## config.mk

```make
export PLATFORM = sky130hd
export DESIGN_NAME = dispenser_command_exchange_core
export DESIGN_NICKNAME = d
export VERILOG_FILES = /design/src/design/dce_pkg.sv /design/src/design/dce_ctrl.sv /design/src/design/dce_emit.sv /design/src/design/dispenser_command_exchange_core.sv
export SDC_FILE = /design/constraint.sdc
export NUM_CORES = 1
export LEC_CHECK = 0
export BUFFER_PORTS_ARGS = -buffer_cell sky130_fd_sc_hd__clkbuf_2
export CELL_PAD_IN_SITES_DETAIL_PLACEMENT = 2
export CELL_PAD_IN_SITES_GLOBAL_PLACEMENT = 2
export CORE_ASPECT_RATIO = 1.5
export CORE_MARGIN = 2
export CORE_UTILIZATION = 36
export CTS_CLUSTER_SIZE = 8
export DETAILED_ROUTE_END_ITERATION = 16
export PLACE_DENSITY_LB_ADDON = 0.1
export REMOVE_ABC_BUFFERS = 1
export SLEW_MARGIN = 25
export SYNTH_ARGS = -nofsm -noshare
export SYNTH_HDL_FRONTEND = slang
export SYNTH_SLANG_ARGS = --single-unit
```

## constraint.sdc

```tcl
create_clock -name clk -period 4.1 [get_ports clk]
set_input_delay 0.41 -clock clk [delete_from_list [all_inputs] [get_ports clk]]
set_output_delay 0.41 -clock clk [all_outputs]
set_load 0.01 [all_outputs]
```

## src/design/dce_pkg.sv

```systemverilog
// Shared types, codes and protocol constants for the dispenser command exchange.
package dce_pkg;

  // Input command codes.
  localparam logic [1:0] CMD_START   = 2'd0;
  localparam logic [1:0] CMD_RX_BYTE = 2'd1;
  localparam logic [1:0] CMD_TIMEOUT = 2'd2;

  // Result codes.
  localparam logic [2:0] RES_OK         = 3'd0;
  localparam logic [2:0] RES_TIMEOUT    = 3'd1;
  localparam logic [2:0] RES_NAK        = 3'd2;
  localparam logic [2:0] RES_BAD_ACK    = 3'd3;
  localparam logic [2:0] RES_FRAME_NONE = 3'd4;
  localparam logic [2:0] RES_FRAME_ERR  = 3'd5;

  // Line protocol bytes.
  localparam logic [7:0] BYTE_STX   = 8'h02;
  localparam logic [7:0] BYTE_ETX   = 8'h03;
  localparam logic [7:0] BYTE_ENQ   = 8'h05;
  localparam logic [7:0] BYTE_ACK   = 8'h06;
  localparam logic [7:0] BYTE_NAK   = 8'h15;
  localparam logic [7:0] BYTE_S     = 8'h53;
  localparam logic [7:0] BYTE_F     = 8'h46;
  localparam logic [7:0] BYTE_DIGIT = 8'h30;

  // Attempt frame position of the last transmitted byte.
  localparam logic [2:0] FRAME_LAST_IDX = 3'd4;

  localparam logic [7:0] MAX_RETRY_RESET = 8'd3;

  // One input request.
  typedef struct packed {
    logic [1:0]  command;
    logic [15:0] cmd_code;
    logic        want_status;
    logic [7:0]  rx_byte;
  } in_item_t;

  // One result request.
  typedef struct packed {
    logic        tx_valid;
    logic [7:0]  tx_byte;
    logic        flush;
    logic        done_res;
    logic [2:0]  result_code;
    logic [23:0] status_value;
    logic        last;
  } out_item_t;

  // Descriptor of the results caused by one input: either a five-byte
  // attempt frame or one single result.
  typedef struct packed {
    logic        attempt;
    logic [15:0] code;
    logic        tx_valid;
    logic [7:0]  tx_byte;
    logic        done_res;
    logic [2:0]  result_code;
    logic [23:0] status_value;
  } burst_t;

endpackage

```

## src/design/dce_ctrl.sv

```systemverilog
// Exchange controller: retry register, exchange state and result decode.
module dce_ctrl (
  input  logic              clk,
  input  logic              rst_n,
  input  logic              cfg_wr_en,
  input  logic [7:0]        cfg_wr_data,
  input  logic              accept,
  input  dce_pkg::in_item_t item,
  output logic              push,
  output dce_pkg::burst_t   burst
);

  localparam logic [1:0] PH_IDLE  = 2'd0;
  localparam logic [1:0] PH_REPLY = 2'd1;
  localparam logic [1:0] PH_FRAME = 2'd2;

  logic [7:0]  max_retry_r, max_retry_nxt;
  logic [1:0]  phase_r, phase_nxt;
  logic [7:0]  attempts_r, attempts_nxt;
  logic [15:0] code_r, code_nxt;
  logic        status_mode_r, status_mode_nxt;
  logic [2:0]  fcount_r, fcount_nxt;
  logic [7:0]  fxor_r, fxor_nxt;
  logic        fbad_r, fbad_nxt;
  logic [23:0] digits_r, digits_nxt;

  logic        fail_req;
  logic [2:0]  fail_code;
  logic        frame_bad_now;
  logic [7:0]  digit;

  // Retry limit register; a zero write is ignored.
  assign max_retry_nxt = (cfg_wr_en && cfg_wr_data != 8'd0) ? cfg_wr_data : max_retry_r;

  assign digit = item.rx_byte - dce_pkg::BYTE_DIGIT;

  // Next state and result descriptor for the accepted request.
  always_comb begin
    phase_nxt       = phase_r;
    attempts_nxt    = attempts_r;
    code_nxt        = code_r;
    status_mode_nxt = status_mode_r;
    fcount_nxt      = fcount_r;
    fxor_nxt        = fxor_r;
    fbad_nxt        = fbad_r;
    digits_nxt      = digits_r;
    fail_req        = 1'b0;
    fail_code       = dce_pkg::RES_OK;
    frame_bad_now   = fbad_r;
    push            = 1'b0;
    burst           = '0;
    burst.code      = code_r;

    if (accept) begin
      case (item.command)
        dce_pkg::CMD_START: begin
          code_nxt        = item.cmd_code;
          status_mode_nxt = item.want_status;
          attempts_nxt    = 8'd1;
          fcount_nxt      = '0;
          fxor_nxt        = '0;
          fbad_nxt        = 1'b0;
          digits_nxt      = '0;
          phase_nxt       = PH_REPLY;
          push            = 1'b1;
          burst.attempt   = 1'b1;
          burst.code      = item.cmd_code;
        end
        dce_pkg::CMD_RX_BYTE: begin
          if (phase_r == PH_REPLY) begin
            if (item.rx_byte == dce_pkg::BYTE_ACK) begin
              push           = 1'b1;
              burst.tx_valid = 1'b1;
              burst.tx_byte  = dce_pkg::BYTE_ENQ;
              if (status_mode_r) begin
                phase_nxt  = PH_FRAME;
                fcount_nxt = '0;
                fxor_nxt   = '0;
                fbad_nxt   = 1'b0;
                digits_nxt = '0;
              end else begin
                phase_nxt      = PH_IDLE;
                burst.done_res = 1'b1;
              end
            end else if (item.rx_byte == dce_pkg::BYTE_NAK) begin
              if (status_mode_r) begin
                fail_req  = 1'b1;
                fail_code = dce_pkg::RES_NAK;
              end else begin
                phase_nxt         = PH_IDLE;
                push              = 1'b1;
                burst.done_res    = 1'b1;
                burst.result_code = dce_pkg::RES_NAK;
              end
            end else begin
              fail_req  = 1'b1;
              fail_code = dce_pkg::RES_BAD_ACK;
            end
          end else if (phase_r == PH_FRAME) begin
            // Header, digits and trailer checks by frame position.
            case (fcount_r)
              3'd0: frame_bad_now = fbad_r | (item.rx_byte != dce_pkg::BYTE_STX);
              3'd1: frame_bad_now = fbad_r | (item.rx_byte != dce_pkg::BYTE_S);
              3'd2: frame_bad_now = fbad_r | (item.rx_byte != dce_pkg::BYTE_F);
              3'd6: frame_bad_now = fbad_r | (item.rx_byte != dce_pkg::BYTE_ETX);
              3'd7: frame_bad_now = fbad_r | (item.rx_byte != fxor_r);
              default: frame_bad_now = fbad_r;
            endcase
            if (fcount_r inside {3'd3, 3'd4, 3'd5}) begin
              digits_nxt = {digits_r[15:0], digit};
            end
            fbad_nxt = frame_bad_now;
            if (fcount_r == 3'd7) begin
              fcount_nxt = '0;
              phase_nxt  = PH_IDLE;
              if (!frame_bad_now) begin
                push               = 1'b1;
                burst.done_res     = 1'b1;
                burst.status_value = digits_r;
              end else begin
                fail_req  = 1'b1;
                fail_code = dce_pkg::RES_FRAME_ERR;
              end
            end else begin
              fxor_nxt   = fxor_r ^ item.rx_byte;
              fcount_nxt = fcount_r + 3'd1;
            end
          end
        end
        dce_pkg::CMD_TIMEOUT: begin
          if (phase_r == PH_REPLY) begin
            fail_req  = 1'b1;
            fail_code = dce_pkg::RES_TIMEOUT;
          end else if (phase_r == PH_FRAME) begin
            fail_req  = 1'b1;
            fail_code = (fcount_r == 3'd0) ? dce_pkg::RES_FRAME_NONE
                                           : dce_pkg::RES_FRAME_ERR;
          end
        end
        default: begin
        end
      endcase

      // A failure retries while attempts remain, otherwise ends the exchange.
      if (fail_req) begin
        push = 1'b1;
        if (attempts_r < max_retry_r) begin
          attempts_nxt  = attempts_r + 8'd1;
          phase_nxt     = PH_REPLY;
          burst.attempt = 1'b1;
        end else begin
          phase_nxt         = PH_IDLE;
          burst.done_res    = 1'b1;
          burst.result_code = fail_code;
        end
      end
    end
  end

  // State registers.
  always_ff @(posedge clk) begin
    if (!rst_n) begin
      max_retry_r   <= dce_pkg::MAX_RETRY_RESET;
      phase_r       <= PH_IDLE;
      attempts_r    <= '0;
      code_r        <= '0;
      status_mode_r <= 1'b0;
      fcount_r      <= '0;
      fxor_r        <= '0;
      fbad_r        <= 1'b0;
      digits_r      <= '0;
    end else begin
      max_retry_r   <= max_retry_nxt;
      phase_r       <= phase_nxt;
      attempts_r    <= attempts_nxt;
      code_r        <= code_nxt;
      status_mode_r <= status_mode_nxt;
      fcount_r      <= fcount_nxt;
      fxor_r        <= fxor_nxt;
      fbad_r        <= fbad_nxt;
      digits_r      <= digits_nxt;
    end
  end

  // An exchange in progress has always used at least one attempt.
  a_attempts_live: assert property (@(posedge clk) disable iff (!rst_n)
    phase_r != PH_IDLE |-> attempts_r != 8'd0)
    else $error("exchange active with no attempt counted");

  // The retry limit is never zero.
  a_retry_nonzero: assert property (@(posedge clk) disable iff (!rst_n)
    max_retry_r != 8'd0)
    else $error("retry limit became zero");

  // Frame collection only happens in status mode.
  a_frame_status: assert property (@(posedge clk) disable iff (!rst_n)
    phase_r == PH_FRAME |-> status_mode_r)
    else $error("frame collection outside status mode");

  // A start always leaves the block waiting for a reply.
  a_start_reply: assert property (@(posedge clk) disable iff (!rst_n)
    accept && item.command == dce_pkg::CMD_START |=> phase_r == PH_REPLY)
    else $error("start did not enter reply wait");

endmodule

```

## src/design/dce_emit.sv

```systemverilog
// Result register and sequencer, one burst request per unstalled cycle.
module dce_emit (
  input  logic               clk,
  input  logic               rst_n,
  input  logic               push,
  input  dce_pkg::burst_t    burst,
  output logic               free,
  output logic               out_valid,
  input  logic               out_stall,
  output dce_pkg::out_item_t out_item
);

  dce_pkg::burst_t burst_r, burst_nxt;
  logic            busy_r, busy_nxt;
  logic [2:0]      idx_r, idx_nxt;
  logic            pop;
  logic            is_last;
  logic [7:0]      hi_byte;
  logic [7:0]      lo_byte;

  assign hi_byte = burst_r.code[15:8];
  assign lo_byte = burst_r.code[7:0];
  assign is_last = !burst_r.attempt || idx_r == dce_pkg::FRAME_LAST_IDX;
  assign pop     = busy_r && !out_stall;
  assign free    = !busy_r || (pop && is_last);

  // Build the current result from the held descriptor.
  always_comb begin
    out_item = '0;
    out_item.last = is_last;
    if (burst_r.attempt) begin
      out_item.tx_valid = 1'b1;
      out_item.flush    = (idx_r == 3'd0);
      case (idx_r)
        3'd0:    out_item.tx_byte = dce_pkg::BYTE_STX;
        3'd1:    out_item.tx_byte = hi_byte;
        3'd2:    out_item.tx_byte = lo_byte;
        3'd3:    out_item.tx_byte = dce_pkg::BYTE_ETX;
        default: out_item.tx_byte = dce_pkg::BYTE_STX ^ hi_byte ^ lo_byte ^ dce_pkg::BYTE_ETX;
      endcase
    end else begin
      out_item.tx_valid     = burst_r.tx_valid;
      out_item.tx_byte      = burst_r.tx_byte;
      out_item.done_res     = burst_r.done_res;
      out_item.result_code  = burst_r.result_code;
      out_item.status_value = burst_r.status_value;
    end
  end

  assign out_valid = busy_r;

  // Burst load and advance.
  always_comb begin
    burst_nxt = burst_r;
    busy_nxt  = busy_r;
    idx_nxt   = idx_r;
    if (push) begin
      burst_nxt = burst;
      busy_nxt  = 1'b1;
      idx_nxt   = '0;
    end else if (pop) begin
      if (is_last) begin
        busy_nxt = 1'b0;
      end else begin
        idx_nxt = idx_r + 3'd1;
      end
    end
  end

  always_ff @(posedge clk) begin
    if (!rst_n) begin
      busy_r <= 1'b0;
      idx_r  <= '0;
    end else begin
      busy_r <= busy_nxt;
      idx_r  <= idx_nxt;
    end
    burst_r <= burst_nxt;
  end

  // A new burst is loaded only when the previous one is gone or finishing.
  a_push_free: assert property (@(posedge clk) disable iff (!rst_n)
    push |-> free)
    else $error("burst overwritten before it was sent");

  // The position never runs past the end of an attempt frame.
  a_idx_range: assert property (@(posedge clk) disable iff (!rst_n)
    busy_r |-> idx_r <= dce_pkg::FRAME_LAST_IDX)
    else $error("burst position out of range");

  // Single results never advance the position.
  a_single_idx: assert property (@(posedge clk) disable iff (!rst_n)
    busy_r && !burst_r.attempt |-> idx_r == 3'd0)
    else $error("single result with nonzero position");

endmodule

```

## src/design/dispenser_command_exchange_core.sv

```systemverilog
// Top level of the dispenser command exchange host controller.
// Each accepted request is decoded combinationally against the exchange state and
// turns into zero, one or five results: a start, or a reply byte or timeout that
// leads to a retry, sends a five-byte attempt frame (STX, two command bytes, ETX,
// XOR check, the first byte flagged flush); any other request gives at most one
// result. The result sequencer sends one result per cycle while out_stall is low,
// so after a request with one result or none the next may follow in the next
// cycle unless the result side stalls, while an attempt frame keeps the input
// stalled until its fifth byte leaves. The retry limit register is written
// through cfg_wr_en and cfg_wr_data; a zero write is ignored.
module dispenser_command_exchange_core (
  input  logic               clk,
  input  logic               rst_n,
  input  logic               cfg_wr_en,
  input  logic [7:0]         cfg_wr_data,
  input  logic               in_valid,
  output logic               in_stall,
  input  dce_pkg::in_item_t  in_item,
  output logic               out_valid,
  input  logic               out_stall,
  output dce_pkg::out_item_t out_item
);

  logic            accept;
  logic            push;
  logic            free;
  dce_pkg::burst_t burst;

  // A request is taken once the result register can hold its results.
  assign in_stall = !free;
  assign accept   = in_valid && free;

  dce_ctrl u_ctrl (
    .clk         (clk),
    .rst_n       (rst_n),
    .cfg_wr_en   (cfg_wr_en),
    .cfg_wr_data (cfg_wr_data),
    .accept      (accept),
    .item        (in_item),
    .push        (push),
    .burst       (burst)
  );

  dce_emit u_emit (
    .clk       (clk),
    .rst_n     (rst_n),
    .push      (push),
    .burst     (burst),
    .free      (free),
    .out_valid (out_valid),
    .out_stall (out_stall),
    .out_item  (out_item)
  );

endmodule

```

==> impl_metrics.env <==
export IMPL_setup_skew_after_layout_ns=0.00895
export IMPL_number_of_enable_type_register_cells_in_the_synthesized_netlist=46
export IMPL_min_path_type="in -> reg"
export IMPL_timing_final_crit_period_ns=3.52
export IMPL_tritoncts_clock_tree="built"
export IMPL_clock_sinks=121
export IMPL_dp_slack_ns=0.559
export IMPL_finish_net_count=792
export IMPL_h_tree_depth=4
export IMPL_area_growth_synth_to_final_pct=21.1
export IMPL_timing_max_slew_rel_slack_pct=43.0
export IMPL_synthCells=642
export IMPL_grt_start_max_net_pins=40
export IMPL_detailedRoute_firstPassIterationCount=4
export IMPL_final_cells=948
export IMPL_clk_pin_slew_worst_paths_ns=0.06
export IMPL_synth_area_per_cell_um2=9.48
export IMPL_die_x_um=110
export IMPL_route_detailed_drc=0
export IMPL_antenna_cells_inserted=0
export IMPL_powerDensity_nw_per_um2=421
export IMPL_post_route_period_util_pct=85.8
export IMPL_worstSkewPairLatency_ns=0.42
export IMPL_grt_use_total_pct=20.9
export IMPL_clockBufferDepth=2
export IMPL_detailed_place_hpwl_mm=12.4
export IMPL_postPlaceCellArea_um2=6730
export IMPL_synthesis_area_um2=6080
export IMPL_worst_slew_pin_transition_ns=0.854
export IMPL_dieArea_um2=18000
export IMPL_via_count=5054
export IMPL_numCtsBuffers=17
export IMPL_timing_worst_setup_path_type="reg -> reg"
export IMPL_ff_latch_area_um2=2880
export IMPL_cts_hold_buffers=0
export IMPL_critical_path_max_stage_delay_ns=0.51
export IMPL_placed_cells_incl_taps=916
export IMPL_crit_path_top_delay_cell="sky130_fd_sc_hd__and2_2"
export IMPL_ctsResizeCount=0
export IMPL_achievable_frequency_mhz=284
export IMPL_multiInputGateArea_um2=2970
export IMPL_drt_wirelength_per_cell_um=18.6
export IMPL_vertical_extent_of_the_die_um=163
export IMPL_worst_ep_arrival_time_ns=3.69
export IMPL_maximum_fanout_count_along_the_critical_path=24
export IMPL_grt_pass1_vias=5625
export IMPL_max_cap_violation_count=0
export IMPL_initial_util_pct=36.5
export IMPL_post_cts_repair_setup_buffers=0
export IMPL_seq_area_frac_synth_pct=47.4
export IMPL_synthesis_yosys_warnings=0
export IMPL_worst_endpoint_required_ns=4.27
export IMPL_setup_tns_ns=0
export IMPL_antenna_found_initial=0
export IMPL_post_synth_top_area_fraction_pct=24.7
export IMPL_cts_root_buf="sky130_fd_sc_hd__clkbuf_16"
export IMPL_nFillCells=1821
export IMPL_gp_routability_congestion=0.774
export IMPL_unrepaired_setup_endpoints_after_global_routing="no"
export IMPL_worstSetupEndpointType="flip-flop"
export IMPL_result_of_the_run="completed"
export IMPL_post_route_worst_setup_slack_ns=0.583
export IMPL_holdWs_ns=0.224
export IMPL_report_power_total_mw=3.10
export IMPL_ios=81
export IMPL_critPathMostFrequentCell="sky130_fd_sc_hd__ha_1"
export IMPL_grt_first_pass_wirelength_mm=29.0
export IMPL_synth_seq_cells=121
export IMPL_timing_critical_path_cells="ha_1, ha_1, and2_1, or3_1, a21oi_1, nor4b_2, a21o_1, nand4_1, and2_2, buf_16"
export IMPL_fraction_of_registers_with_async_set_or_reset_after_synthesis_pct=0
export IMPL_port_buffers=80
export IMPL_yosys_top_cells_area="sky130_fd_sc_hd__dfxtp_1 25%, sky130_fd_sc_hd__edfxtp_1 23%, sky130_fd_sc_hd__ha_1 5.6%, sky130_fd_sc_hd__nand2_1 4.9%, sky130_fd_sc_hd__and2_1 4.3%"
export IMPL_postRouteAntennaNets=0
export IMPL_leakage_nw=2.99
export IMPL_synth_top_area_cell="sky130_fd_sc_hd__dfxtp_1"
export IMPL_detail_route_iter0_violations=144
export IMPL_fin_area_um2=7370
export IMPL_critPathLaunchType="flip-flop"
export IMPL_setup_viol=0
export IMPL_wl_mm=17.7
export IMPL_layout_drive_gt1_share_pct=20.9
export IMPL_fin_util_pct=44.1
export IMPL_core_area_um2=16700
export IMPL_report_final_hold_viol_count=0
export IMPL_detail_route_vias_per_cell=5.33
export IMPL_fp_row_count=58
export IMPL_synth_lib_cells_used_distinct=64
export IMPL_report_final_slew_viol_count=0
export IMPL_maximum_ir_drop_on_the_vdd_rail_uv=249
export IMPL_grt_overflow_total=0
export IMPL_postSynth_topFlopCell="sky130_fd_sc_hd__dfxtp_1"
## state kept, by name, summed over array words and instances, names as in the netlist
name and cells:
u_emit.out_valid 1, u_ctrl.fxor_r 8, u_ctrl.status_mode_r 1, u_emit.burst_r 46, u_ctrl.max_retry_r 8, u_ctrl.code_r 16, u_ctrl.attempts_r 8, u_ctrl.fbad_r 1
u_emit.idx_r 3, u_ctrl.phase_r 2, u_ctrl.digits_r 24, u_ctrl.fcount_r 3
## critical path: cells and delay by family (launching register included)
family / cells / cell delay (ns)
flops: 1 / 0.36
simple gates: 5 / 1.67
fa+ha+maj: 2 / 0.46
buf+inv: 1 / 0.27
compound gates: 2 / 0.52
## cells in the final DEF, fill, tap and decap left out, drive strengths merged, types with 4 or more instances in the layout
cell type,n
o21ai,26
nor2b,33
nand2b,6
nand2,79
and2,43
buf,12
a21oi,51
a211oi,7
mux2,16
clkbuf,98
mux2i,5
nand3b,4
a2111oi,4
xnor2,5
a221o,6
nor2,40
edfxtp,46
dfxtp,75
o22ai,4
nor4,5
inv,37
bufinv,4
nand3,36
xor2,12
ha,27
a22oi,8
o2111a,5
## cell type report
| cell class | instances | share of cell area (%) |
|---|---|---|
| well taps | 210 | 3.57 |
| clock buffers | 18 | 5.83 |
| inverters | 29 | 1.48 |
| clock inverters | 14 | 2.82 |
| flip-flops and latches | 121 | 39.1 |
| repair buffers | 92 | 6.93 |
| multi-input cells | 464 | 40.3 |
## synthesized netlist by cell type (4+ instances only)
cell type                  instances
sky130_fd_sc_hd__a221o_1           6
sky130_fd_sc_hd__o2111a_1          5
sky130_fd_sc_hd__xor2_1           12
sky130_fd_sc_hd__nand2_1          79
sky130_fd_sc_hd__o22ai_1           4
sky130_fd_sc_hd__nand2b_1          6
sky130_fd_sc_hd__clkbuf_1         20
sky130_fd_sc_hd__mux2_2           16
sky130_fd_sc_hd__and2_1           42
sky130_fd_sc_hd__nand3_1          36
sky130_fd_sc_hd__a211oi_1          7
sky130_fd_sc_hd__o21ai_0          23
sky130_fd_sc_hd__nor2b_1          33
sky130_fd_sc_hd__nand3b_1          4
sky130_fd_sc_hd__dfxtp_1          75
sky130_fd_sc_hd__inv_1            28
sky130_fd_sc_hd__a21oi_1          48
sky130_fd_sc_hd__nor4_1            5
sky130_fd_sc_hd__a22oi_1           8
sky130_fd_sc_hd__nor2_1           40
sky130_fd_sc_hd__xnor2_1           5
sky130_fd_sc_hd__edfxtp_1         46
sky130_fd_sc_hd__ha_1             27
sky130_fd_sc_hd__mux2i_1           5
## final timing paths
path / cells after the start / slack [ns] / startpoint / endpoint
hold / removal: 3 / 0.22 / cfg_wr_data[2] / u_ctrl.max_retry_r[2]$_SDFFE_PN0P_
setup / recovery: 10 / 0.58 / u_ctrl.fcount_r[0]$_SDFFE_PN0P_ / u_emit.burst_r[18]$_SDFFCE_PP0P_
setup reg to reg: 10 / 0.58 / u_ctrl.fcount_r[0]$_SDFFE_PN0P_ / u_emit.burst_r[18]$_SDFFCE_PP0P_
hold reg to reg: 2 / 0.45 / u_ctrl.max_retry_r[7]$_SDFFE_PN0P_ / u_ctrl.max_retry_r[7]$_SDFFE_PN0P_
## per-layer routing
| layer | vias up | share of wire, % | wire length, um | global-route usage, % |
|---|---|---|---|---|
| met1 | 2519 | 39 | 6850 | 22.7 |
| met3 | 20 | 2.8 | 493 | 4.43 |
| met2 | 86 | 57 | 10100 | 39.9 |
| li1 | 2429 | - | - | - |
| met4 | 0 | 1.4 | 239 | 5.74 |
| met5 | - | 0 | 0 | 0 |
## kinds of logic (layout without fill, tap and decap cells)
| logic type | Yosys count | count (layout) | share of synthesized area (%) |
|---|---|---|---|
| simple gates | 266 | 266 | 22.2 |
| compound gates | 133 | 133 | 14.7 |
| flops | 121 | 121 | 47.4 |
| buf+inv | 57 | 153 | 3.91 |
| fa+ha+maj | 27 | 27 | 5.55 |
| mux | 21 | 21 | 3.78 |
| xor+xnor | 17 | 17 | 2.45 |
## report_power, final
group / internal [mW] / leakage (nW) / switching (mW)
Sequential: 1.27 / 1.09 / 0.0132
Combinational: 0.0672 / 1.60 / 0.119
Clock: 1.03 / 0.305 / 0.599
Power figures use the tool's default switching activity.
